## src/rtl/core/tama_pkg.sv

```systemverilog
// Shared constants and types for the three-axis moving-average tare block.
`timescale 1ns / 1ps

package tama_pkg;

    localparam int WINDOW_DEF      = 5;
    localparam int SAMPLE_BITS_DEF = 20;
    localparam int OUT_W           = 21;

    typedef enum logic [1:0] {
        ST_IDLE,
        ST_CALC,
        ST_DIV,
        ST_DONE
    } state_t;

    typedef logic signed [OUT_W-1:0] out_t;

endpackage

```

## src/rtl/core/tama_sample_ram.sv

```systemverilog
// Window sample memory: one write port, one read port with registered read data.
`timescale 1ns / 1ps

module tama_sample_ram #(
    parameter int WIDTH = 60,
    parameter int DEPTH = 5,
    parameter int ADDR_W = (DEPTH > 1) ? $clog2(DEPTH) : 1
) (
    input  logic              aclk,
    input  logic              wr_en,
    input  logic [ADDR_W-1:0] wr_addr,
    input  logic [WIDTH-1:0]  wr_data,
    input  logic [ADDR_W-1:0] rd_addr,
    output logic [WIDTH-1:0]  rd_data
);

    logic [WIDTH-1:0] mem [DEPTH];
    logic [WIDTH-1:0] rd_data_reg;

    always_ff @(posedge aclk) begin
        if (wr_en) begin
            mem[wr_addr] <= wr_data;
        end
    end

    always_ff @(posedge aclk) begin
        rd_data_reg <= mem[rd_addr];
    end

    assign rd_data = rd_data_reg;

endmodule

```

## src/rtl/core/tama_div.sv

```systemverilog
// Radix-2 restoring divider lane: signed sum by small unsigned count, truncating toward zero.
`timescale 1ns / 1ps

module tama_div #(
    parameter int SUM_W = 24,
    parameter int CNT_W = 3,
    parameter int Q_W   = 20
) (
    input  logic                    aclk,
    input  logic                    aresetn,
    input  logic                    start,
    input  logic signed [SUM_W-1:0] dividend,
    input  logic [CNT_W-1:0]        divisor,
    output logic                    busy,
    output logic signed [Q_W-1:0]   quotient
);

    localparam int STEP_W = (SUM_W > 1) ? $clog2(SUM_W) : 1;

    logic              busy_reg,  busy_next;
    logic [STEP_W-1:0] step_reg,  step_next;
    logic [SUM_W-1:0]  mag_reg,   mag_next;
    logic [CNT_W-1:0]  rem_reg,   rem_next;
    logic [CNT_W-1:0]  div_reg,   div_next;
    logic              neg_reg,   neg_next;

    logic [CNT_W:0]    rem_shift;
    logic              ge;
    logic [SUM_W-1:0]  q_signed;

    always_comb begin
        busy_next = busy_reg;
        step_next = step_reg;
        mag_next  = mag_reg;
        rem_next  = rem_reg;
        div_next  = div_reg;
        neg_next  = neg_reg;
        rem_shift = {rem_reg, mag_reg[SUM_W-1]};
        ge        = (rem_shift >= {1'b0, div_reg});
        if (start) begin
            busy_next = 1'b1;
            step_next = '0;
            mag_next  = dividend[SUM_W-1] ? (-dividend) : dividend;
            rem_next  = '0;
            div_next  = divisor;
            neg_next  = dividend[SUM_W-1];
        end else if (busy_reg) begin
            rem_next = ge ? CNT_W'(rem_shift - {1'b0, div_reg}) : rem_shift[CNT_W-1:0];
            mag_next = {mag_reg[SUM_W-2:0], ge};
            step_next = step_reg + 1'b1;
            if (step_reg == STEP_W'(SUM_W - 1)) begin
                busy_next = 1'b0;
            end
        end
    end

    always_ff @(posedge aclk) begin
        if (!aresetn) begin
            busy_reg <= 1'b0;
        end else begin
            busy_reg <= busy_next;
        end
        step_reg <= step_next;
        mag_reg  <= mag_next;
        rem_reg  <= rem_next;
        div_reg  <= div_next;
        neg_reg  <= neg_next;
    end

    assign q_signed = neg_reg ? (-mag_reg) : mag_reg;
    assign quotient = q_signed[Q_W-1:0];
    assign busy     = busy_reg;

endmodule

```

## src/rtl/core/three_axis_moving_average_tare.sv

```systemverilog
// Top level: three-axis moving average over a sample memory, tare offset, saturated output.
//
//  channel  | direction | ports                        | content
//  s_       | in        | s_tvalid s_tready s_tdata    | force_x, force_y, force_z
//  m_       | out       | m_tvalid m_tready m_tdata    | feedback_x, feedback_y, feedback_z
//
//  One item at a time: the oldest sample is read at the accept edge, the CALC state updates
//  the sums and writes the sample back, the DIV state starts the divider lanes, which take
//  one quotient bit per cycle over the sum width (24 bits at the defaults), and sees them
//  finish, and the DONE state loads the result into the output register.
//  Reset (aresetn low, synchronous) clears count, ring slot, running sums and tare flag.
//  The next item is taken while a result waits in the output register; a stalled output
//  only holds the block once the following result is ready.
`timescale 1ns / 1ps

module three_axis_moving_average_tare #(
    parameter int WINDOW      = tama_pkg::WINDOW_DEF,
    parameter int SAMPLE_BITS = tama_pkg::SAMPLE_BITS_DEF,
    parameter int IN_TDATA_W  = ((3 * SAMPLE_BITS + 7) / 8) * 8
) (
    input  logic                  aclk,
    input  logic                  aresetn,
    input  logic                  s_tvalid,
    output logic                  s_tready,
    // force_x, force_y, force_z (SAMPLE_BITS each), zero padding
    input  logic [IN_TDATA_W-1:0] s_tdata,
    output logic                  m_tvalid,
    input  logic                  m_tready,
    // feedback_x, feedback_y, feedback_z (21 bits each), zero padding
    output logic [63:0]           m_tdata
);

    localparam int SB     = SAMPLE_BITS;
    localparam int OW     = tama_pkg::OUT_W;
    localparam int CNT_W  = $clog2(WINDOW + 1);
    localparam int SLOT_W = (WINDOW > 1) ? $clog2(WINDOW) : 1;
    localparam int SUM_W  = SB + $clog2(WINDOW) + 1;
    localparam int DIFF_W = SB + 1;
    localparam int EXT_W  = (DIFF_W > OW) ? DIFF_W : OW;
    localparam logic signed [EXT_W-1:0] OUT_MAX = EXT_W'((64'sd1 <<< (OW - 1)) - 64'sd1);
    localparam logic signed [EXT_W-1:0] OUT_MIN = -(EXT_W'(64'sd1 <<< (OW - 1)));

    tama_pkg::state_t state_reg, state_next;

    logic [3*SB-1:0]        sample_reg, sample_next;
    logic [SLOT_W-1:0]      slot_reg,   slot_next;
    logic [CNT_W-1:0]       count_reg,  count_next;
    logic signed [SUM_W-1:0] sum_reg   [3];
    logic signed [SUM_W-1:0] sum_next  [3];
    logic signed [SB-1:0]   tare_reg   [3];
    logic signed [SB-1:0]   tare_next  [3];
    logic                   tare_taken_reg, tare_taken_next;
    logic                   m_tvalid_reg,   m_tvalid_next;
    logic [63:0]            m_tdata_reg,    m_tdata_next;

    // divider start in the cycle after the sum update, from the registered sums
    logic                   start_pending_reg;

    logic [3*SB-1:0]        rd_data;
    logic                   wr_en;
    logic                   div_start;
    logic                   busy [3];
    logic signed [SB-1:0]   avg  [3];
    logic signed [SB-1:0]   tare_eff [3];
    tama_pkg::out_t         res  [3];
    logic                   s_accept;
    logic                   out_free;
    logic                   full;

    function automatic tama_pkg::out_t sat_out(input logic signed [DIFF_W-1:0] d);
        logic signed [EXT_W-1:0] e;
        e = EXT_W'(d);
        if (e > OUT_MAX) begin
            return OW'(OUT_MAX);
        end else if (e < OUT_MIN) begin
            return OW'(OUT_MIN);
        end
        return OW'(e);
    endfunction

    assign s_accept = s_tvalid && s_tready;
    assign out_free = !m_tvalid_reg || m_tready;
    assign full     = (count_reg == CNT_W'(WINDOW));

    tama_sample_ram #(
        .WIDTH (3 * SB),
        .DEPTH (WINDOW),
        .ADDR_W(SLOT_W)
    ) u_ram (
        .aclk   (aclk),
        .wr_en  (wr_en),
        .wr_addr(slot_reg),
        .wr_data(sample_reg),
        .rd_addr(slot_reg),
        .rd_data(rd_data)
    );

    for (genvar a = 0; a < 3; a++) begin : g_lane
        tama_div #(
            .SUM_W(SUM_W),
            .CNT_W(CNT_W),
            .Q_W  (SB)
        ) u_div (
            .aclk    (aclk),
            .aresetn (aresetn),
            .start   (div_start),
            .dividend(sum_reg[a]),
            .divisor (count_reg),
            .busy    (busy[a]),
            .quotient(avg[a])
        );
        assign tare_eff[a] = tare_taken_reg ? tare_reg[a] : avg[a];
    end

    assign res[0] = sat_out(DIFF_W'(tare_eff[0]) - DIFF_W'(avg[0]));
    assign res[1] = sat_out(DIFF_W'(avg[1]) - DIFF_W'(tare_eff[1]));
    assign res[2] = sat_out(DIFF_W'(tare_eff[2]) - DIFF_W'(avg[2]));

    // next state
    always_comb begin
        state_next = state_reg;
        case (state_reg)
            tama_pkg::ST_IDLE: if (s_tvalid) state_next = tama_pkg::ST_CALC;
            tama_pkg::ST_CALC: state_next = tama_pkg::ST_DIV;
            tama_pkg::ST_DIV: begin
                if (!start_pending_reg && !(busy[0] || busy[1] || busy[2])) begin
                    state_next = tama_pkg::ST_DONE;
                end
            end
            tama_pkg::ST_DONE: if (out_free) state_next = tama_pkg::ST_IDLE;
            default:           state_next = tama_pkg::ST_IDLE;
        endcase
    end

    // outputs and datapath
    always_comb begin
        s_tready        = 1'b0;
        wr_en           = 1'b0;
        div_start       = 1'b0;
        sample_next     = sample_reg;
        slot_next       = slot_reg;
        count_next      = count_reg;
        sum_next        = sum_reg;
        tare_next       = tare_reg;
        tare_taken_next = tare_taken_reg;
        m_tvalid_next   = m_tvalid_reg && !m_tready;
        m_tdata_next    = m_tdata_reg;
        case (state_reg)
            tama_pkg::ST_IDLE: begin
                s_tready = 1'b1;
                if (s_accept) begin
                    sample_next = s_tdata[3*SB-1:0];
                end
            end
            tama_pkg::ST_CALC: begin
                wr_en = 1'b1;
                for (int a = 0; a < 3; a++) begin
                    sum_next[a] = sum_reg[a] + SUM_W'($signed(sample_reg[a*SB +: SB]))
                                  - (full ? SUM_W'($signed(rd_data[a*SB +: SB])) : '0);
                end
                slot_next  = (slot_reg == SLOT_W'(WINDOW - 1)) ? '0 : slot_reg + 1'b1;
                count_next = full ? count_reg : count_reg + 1'b1;
            end
            tama_pkg::ST_DIV: begin
                div_start = start_pending_reg;
            end
            tama_pkg::ST_DONE: begin
                if (out_free) begin
                    m_tvalid_next   = 1'b1;
                    m_tdata_next    = {1'b0, res[2], res[1], res[0]};
                    tare_next       = tare_eff;
                    tare_taken_next = 1'b1;
                end
            end
            default: begin
                s_tready = 1'b0;
            end
        endcase
    end

    always_ff @(posedge aclk) begin
        if (!aresetn) begin
            state_reg         <= tama_pkg::ST_IDLE;
            slot_reg          <= '0;
            count_reg         <= '0;
            tare_taken_reg    <= 1'b0;
            m_tvalid_reg      <= 1'b0;
            start_pending_reg <= 1'b0;
            for (int a = 0; a < 3; a++) begin
                sum_reg[a] <= '0;
            end
        end else begin
            state_reg         <= state_next;
            slot_reg          <= slot_next;
            count_reg         <= count_next;
            tare_taken_reg    <= tare_taken_next;
            m_tvalid_reg      <= m_tvalid_next;
            start_pending_reg <= (state_reg == tama_pkg::ST_CALC);
            sum_reg           <= sum_next;
        end
        sample_reg  <= sample_next;
        tare_reg    <= tare_next;
        m_tdata_reg <= m_tdata_next;
    end

    assign m_tvalid = m_tvalid_reg;
    assign m_tdata  = m_tdata_reg;

endmodule

```

## config.mk

```make
export PLATFORM = sky130hd
export DESIGN_NAME = three_axis_moving_average_tare
export DESIGN_NICKNAME = d
export VERILOG_FILES = /design/src/rtl/core/tama_pkg.sv /design/src/rtl/core/tama_sample_ram.sv /design/src/rtl/core/tama_div.sv /design/src/rtl/core/three_axis_moving_average_tare.sv
export SDC_FILE = /design/constraint.sdc
export NUM_CORES = 1
export LEC_CHECK = 0
export ABC_AREA = 1
export BUFFER_PORTS_ARGS = -buffer_cell sky130_fd_sc_hd__buf_2
export CAP_MARGIN = 20
export CORE_MARGIN = 10
export CORE_UTILIZATION = 25
export CTS_BUF_LIST = sky130_fd_sc_hd__clkbuf_4 sky130_fd_sc_hd__clkbuf_8
export DETAILED_ROUTE_END_ITERATION = 8
export GPL_TIMING_DRIVEN = 0
export PLACE_DENSITY_LB_ADDON = 0.1
export SYNTH_ARGS = -nofsm -noshare
export SYNTH_HDL_FRONTEND = slang
export SYNTH_HIERARCHICAL = 1
export SYNTH_SLANG_ARGS = --single-unit
```

## constraint.sdc

```tcl
create_clock -name aclk -period 5.6 [get_ports aclk]
set_input_delay 1.12 -clock aclk [delete_from_list [all_inputs] [get_ports aclk]]
set_output_delay 1.12 -clock aclk [all_outputs]
set_load 0.005 [all_outputs]
```

==> results of run 1 <==
## cell usage in the layout (no fill, tap or decap), types with 5 or more instances in the layout
cell / synthesis / final
nor3_1: 16 / 13
buf_4: 16 / 16
nor2_4: 14 / 16
o21bai_1: 12 / 12
o21ai_0: 174 / 174
clkbuf_8: 0 / 163
buf_2: 46 / 174
a21oi_1: 187 / 187
o21ai_2: 7 / 7
clkbuf_4: 0 / 52
a31oi_1: 10 / 10
buf_16: 0 / 5
buf_6: 5 / 23
nand3_1: 393 / 393
inv_1: 1107 / 1105
nand4_1: 80 / 80
ha_1: 161 / 161
or2_2: 26 / 26
clkinvlp_4: 0 / 6
o211ai_1: 15 / 15
nand2_2: 53 / 53
clkinv_2: 0 / 14
nor2_1: 330 / 328
dfxtp_1: 170 / 170
nand3_2: 14 / 14
clkbuf_1: 47 / 47
edfxtp_1: 567 / 567
xnor2_1: 35 / 35
fa_1: 75 / 75
nor2_2: 45 / 45
xor2_1: 94 / 94
nand2_1: 1549 / 1549
buf_1: 15 / 15
o21ai_1: 43 / 43
inv_2: 92 / 92
nand3b_1: 11 / 11
clkinv_1: 11 / 37
## area by class of cell
cell class | instances | area (um2)
clock inverters | 60 | 473
multi-input cells | 3382 | 18100
inverters | 1210 | 4550
fillers | 19003 | 123000
well taps | 2325 | 2910
plain buffers | 129 | 639
diodes | 3 | 7.51
flip-flops and latches | 737 | 20400
clock buffers | 215 | 2630
repair buffers | 156 | 1080
## routing by layer
layer	vias to the layer above	global-route usage, %	part of all wire, %
met2	508	20.6	43
met4	0	3.58	2.1
met5	-	0	0
met3	178	2.45	3.8
li1	17722	-	-
met1	15286	19.1	51
## Yosys cell counts, types with 12 or more instances
library cell and number:
a21oi_1 187, buf_1 15, buf_2 46, buf_4 16, clkbuf_1 47, dfxtp_1 170
edfxtp_1 567, fa_1 75, ha_1 161, inv_1 1107, inv_2 92, nand2_1 1549
nand2_2 53, nand3_1 393, nand3_2 14, nand4_1 80, nor2_1 330, nor2_2 45
nor2_4 14, nor3_1 16, o211ai_1 15, o21ai_0 174, o21ai_1 43, o21bai_1 12
or2_2 26, xnor2_1 35, xor2_1 94
## cell families after synthesis
group,after synthesis
AND/OR/NAND/NOR,2543
buffers and inverters,1339
flip-flops,737
AO/OA/AOI/OAI,472
adder cells (fa/ha/maj),236
XOR/XNOR,130
other,1
## worst paths after layout
check,from,endpoint,slack [ns],cells after the start
worst max-delay path,count_reg[1],sum_reg[10],1.03,21
worst max register to register,count_reg[1],sum_reg[10],1.03,21
worst min register to register,u_ram/mem[4][1],u_ram/rd_data[1],0.41,2
worst min-delay path,s_tdata[41],sample_reg[41],0.40,1
## where the power goes
part	leakage (nW)	total (mW)	internal (mW)	switching, mW
Clock	1.63	5.86	3.24	2.61
Combinational	15.7	14.1	4.60	9.47
Sequential	6.57	8.41	7.43	0.977
Total	24.0	28.3	15.3	13.1
## critical path, delay by kind of cell, from the launching register on
kind / cells / cell delay [ns]
simple gates: 10 / 1.33
flops: 1 / 0.53
buf+inv: 7 / 1.48
fa+ha+maj: 4 / 1.12
## through the flow
| step | util (%) | area, um2 | TNS (ns) | instances |
|---|---|---|---|---|
| 2_1_floorplan | - | 43700 | 0 | 5458 |
| 3_5_place_dp | 27.4 | 47700 | 0 | 7937 |
| 3_3_place_gp | 27.2 | 47300 | -802.63 | 7911 |
| 5_1_grt | 29.3 | 50900 | 0 | 8216 |
| 4_1_cts | 29.2 | 50800 | 0 | 8212 |
| 6_report | 29.3 | 50900 | 0 | 8217 |
==> flow_summary.json, run 1 <==
{
  "crit_path_top_delay_cell": "clkbuf_1",
  "cts_buffers": 151,
  "ioPinCount": 134,
  "skew_ns": 0.0579,
  "wl_per_cell_um": 15.9,
  "wl_mm": 130,
  "holdWs_ns": 0.400,
  "end_kind": "flop",
  "postRouteAntennaNets": 0,
  "required_ns": 6.38,
  "rows": 153,
  "synthXorXnorAreaFrac_pct": 2.62,
  "dieArea_um2": 192000,
  "finalCritPeriodShare_pct": 81.7,
  "synth-compound-area-share_pct": 5.89,
  "grt_pass1_wl_mm": 200,
  "synthesis.nets": 5762,
  "finalMaxSlewViolations": 0,
  "drc": 0,
  "dp_hpwl_mm": 101,
  "clkTransAtPathRegs_ns": 0.06,
  "synth.mux.area_fraction_pct": 0,
  "p_leak_nw": 24.0,
  "synth_top_family_by_area": "simple AND/OR/NAND/NOR gates",
  "ys_ff_latch": 737,
  "drt_pass1_iterations": 6,
  "cts_tree": "yes",
  "ys_seq_area_share_pct": 46.7,
  "finalSetupViolCount": 0,
  "synthCells": 5458,
  "p_total_mw": 28.3,
  "clk_latency_ns": 0.92,
  "max_slew.worst_pin.slew_ns": 1.00,
  "yosys.area_share.simple_pct": 24.9,
  "cts_sinks": 737,
  "grt_max_degree": 67,
  "nets": 6071,
  "vdd_drop_max_mv": 0.258,
  "synth_fa_ha_area_share_pct": 8.04,
  "synth_edf_count": 567,
  "drv_cap": 0,
  "p_per_area_nw_per_um2": 557,
  "critical_path_class": "reg -> reg",
  "rsz0062_at_grt": "false",
  "via_count": 33694,
  "die_w_um": 438,
  "syn_area_um2": 43700,
  "synth.distinct_cells": 50,
  "pre_cts_ws_ns": 0.904,
  "clk_path_buf_depth": 3,
  "hold_viol": 0,
  "postCtsHoldBufs": 0,
  "grt_pass1_vias": 33177,
  "synth_warnings": 6,
  "ys.flop_type": "edfxtp_1",
  "drive_above_1_share_pct": 12.7,
  "htree_levels": 4,
  "synth_top_area_share_pct": 38.9,
  "area_growth_pct": 16.3,
  "largest_register_ffs": 300,
  "cts.repair.resized": 0,
  "vias_per_cell": 4.10,
  "cts_post_setup_buffers_inserted": 0,
  "fmax_ghz": 0.219,
  "grt_antenna_before_repair": 4,
  "status": "completed",
  "overflow": 0,
  "synthTopCellsByArea": "edfxtp_1 (39%), nand2_1 (13%), inv_1 (9.5%), dfxtp_1 (7.8%), ha_1 (4.6%)",
  "port-buffer-count": 128,
  "die_h_um": 438,
  "drt_iter0_drc": 1696,
  "path_max_fanout": 10,
  "hp-class": "in -> reg",
  "postSynthAreaPerCell_um2": 8.01,
  "cp_cell_sequence": "inv_1 > ha_1 > nand2_1 > clkbuf_1 > buf_1 > nor2_1 > ha_1 > inv_1 > ha_1 > inv_1 > fa_1 > inv_1 > nand3_1 > nand3_1 > nand3_1 > nand2_1 > nand2_1 > nand3_1 > nand3_1 > nand2_1 > inv_1",
  "startpoint_type": "flop",
  "yosysTopAreaCell": "edfxtp_1",
  "fin_ws_ns": 1.03,
  "synthArstFlopShare_pct": 0,
  "start_util_pct": 25.2,
  "fin_crit_ns": 4.57,
  "slowest_delay_ns": 0.59,
  "cp.arrival_ns": 5.35,
  "core_area_um2": 174000,
  "gp_congestion": 0.816,
  "cts_root_buffer": "clkbuf_8",
  "grt_usage_pct": 13.4,
  "slew_headroom_pct": 33.2
}
Power figures use the tool's default switching activity.
==> inputs of run 2 (changes only) <==
==> constraint.sdc (replaced) <==
create_clock -name aclk -period 4.7 [get_ports aclk]
set_input_delay 0.94 -clock aclk [delete_from_list [all_inputs] [get_ports aclk]]
set_output_delay 0.94 -clock aclk [all_outputs]
set_load 0.005 [all_outputs]
==> flow_summary.json, run 2 (same netlist as run 1, synthesis figures left out) <==
{
  "status": "completed",
  "via_count": 33705,
  "ioPinCount": 134,
  "skew_ns": 0.0407,
  "p_total_mw": 33.8,
  "final_common_cell": "nand2_1",
  "reg2reg_from": "count_reg[1]",
  "dp.cells": 7934,
  "hp-class": "in -> reg",
  "port-buffer-count": 128,
  "combPwrFrac_pct": 49.5,
  "fmax_ghz": 0.239,
  "switching_share_pct": 45.9,
  "clkTransAtPathRegs_ns": 0.06,
  "p_leak_nw": 24.0,
  "dieArea_um2": 192000,
  "rows": 153,
  "switchingPower_mw": 15.5,
  "cp.arrival_ns": 4.91,
  "overflow": 0,
  "cts_sinks": 737,
  "end_kind": "flop",
  "postCtsHoldBufs": 0,
  "drv_cap": 0,
  "finalMaxSlewViolations": 0,
  "finalCritPeriodShare_pct": 88.9,
  "core_area_um2": 174000,
  "fin_crit_ns": 4.18,
  "worstSetupStartpoint": "count_reg[1]",
  "clk_path_buf_depth": 3,
  "critical_path_class": "reg -> reg",
  "wl_per_cell_um": 15.8,
  "grt_usage_pct": 13.4,
  "die_h_um": 438,
  "drive_above_1_share_pct": 12.8,
  "vdd_drop_max_mv": 0.281,
  "regToRegEndpoint": "sum_reg[34]",
  "cts_buffers": 151,
  "max_slew.worst_pin.slew_ns": 0.953,
  "drc": 0,
  "dp_hpwl_mm": 101,
  "fin_cells": 8216,
  "p_seq_share_pct": 29.6,
  "rrSetupSlack_ns": 0.52,
  "rsz0062_at_grt": "false",
  "whs_path_depth": 1,
  "hold_start": "s_tdata[23]",
  "grt_antenna_before_repair": 3,
  "postRouteAntennaNets": 0,
  "required_ns": 5.43,
  "slew_headroom_pct": 36.5,
  "holdWs_ns": 0.247,
  "htree_levels": 4,
  "grt_max_degree": 75,
  "vias_per_cell": 4.10,
  "path_max_fanout": 10,
  "n_fill_cell": 19017,
  "finalSetupViolCount": 0,
  "drt_iter0_drc": 1791,
  "hold_end": "sample_reg[23]",
  "place_area_um2": 47700,
  "nets": 6068,
  "final_area_um2": 50900,
  "layout_common_cells": "nand2_1 (1549), inv_1 (1105), edfxtp_1 (567), nand3_1 (393), nor2_1 (328)",
  "tns_ns": 0,
  "die_w_um": 438,
  "area_growth_pct": 16.5,
  "p_int_mw": 18.3,
  "grt_pass1_vias": 33496,
  "clkPwrFrac_pct": 20.9,
  "clk_latency_ns": 0.87,
  "grt_pass1_wl_mm": 200,
  "hold_viol": 0,
  "startpoint_type": "flop",
  "gp_congestion": 0.821,
  "start_util_pct": 25.2,
  "cts_tree": "yes",
  "reg2regPathDepth": 20,
  "wl_mm": 130,
  "drt_pass1_iterations": 5,
  "cts_root_buffer": "clkbuf_8",
  "p_per_area_nw_per_um2": 664,
  "largest_register_ffs": 300
}
==> run 2: changes by cell type in the layout (fill, tap and decap cells not counted), moves of 2 or more <==
cell and change:
clkbuf_8 +7, clkinv_2 -5, clkbuf_4 +5, clkinv_1 -4, buf_6 -6, buf_16 +2
==> run 2: worst max-delay path by stage <==
stage	endpoint	slack, ns	cells after the start
floorplan	u_ram/mem[3][0]	-0.56	4
global placement	u_ram/mem[3][30]	-5.10	4
detailed placement	sum_reg[10]	0.04	21
CTS	sum_reg[10]	0.003	21
global route	sum_reg[34]	0.09	20
finish	sum_reg[34]	0.52	20
==> run 2: critical path, stage by stage (launching register included) <==
cell and delay, ns:
dfxtp_1 0.49, inv_1 0.08, ha_1 0.18, nand2_1 0.19, clkbuf_1 0.60, nor2_1 0.13
ha_1 0.30, inv_1 0.06, ha_1 0.24, inv_1 0.08, fa_1 0.41, inv_1 0.16
nand3_1 0.09, nand3_1 0.20, nand3_1 0.10, nand2_1 0.21, nand2_1 0.10, nand3_1 0.08
nand3_1 0.18, nand2_1 0.14, inv_1 0.05
==> run 2: per-layer routing <==
layer | GRT usage (%) | part of all wire (%) | vias up
li1 | - | - | 17737
met5 | 0 | 0 | -
met4 | 3.57 | 1.9 | 0
met1 | 19.2 | 51 | 15297
met2 | 20.5 | 43 | 501
met3 | 2.30 | 3.7 | 170
==> run 2: cell type report <==
cell class | instances | area [um2] | area share [%]
Sequential cell | 737 | 20400 | 40.1
Inverter | 1210 | 4550 | 8.93
Clock buffer | 227 | 2770 | 5.43
Buffer | 128 | 637 | 1.25
Clock inverter | 51 | 412 | 0.808
Tap cell | 2325 | 2910 | 5.71
Timing Repair Buffer | 154 | 1090 | 2.13
Antenna cell | 2 | 5.00 | 0.00982
Multi-Input combinational cell | 3382 | 18100 | 35.6
==> run 2: through the flow <==
step	util (%)	worst slack (ns)
floorplan	-	-0.559
global placement	27.2	-5.10
detailed placement	27.4	0.0372
CTS	29.3	0.00345
global route	29.3	0.0938
finish	29.3	0.522
==> run 2: what timing repair did <==
| item | CTS | global route |
|---|---|---|
| setup endpoints to repair | 0 | 6 |
| gates resized for setup | 0 | 2 |
| buffers inserted | 0 | 0 |
==> run 2: power groups by stage <==
stage	logic (mW)	clock network, mW	registers (mW)
after floorplan	12.2	0	9.68
after global placement	16.7	0	10.3
after detailed placement	16.9	0	10.2
after CTS	17.0	7.41	10.1
after global routing	19.4	7.69	10.2
final	16.8	7.06	10.0
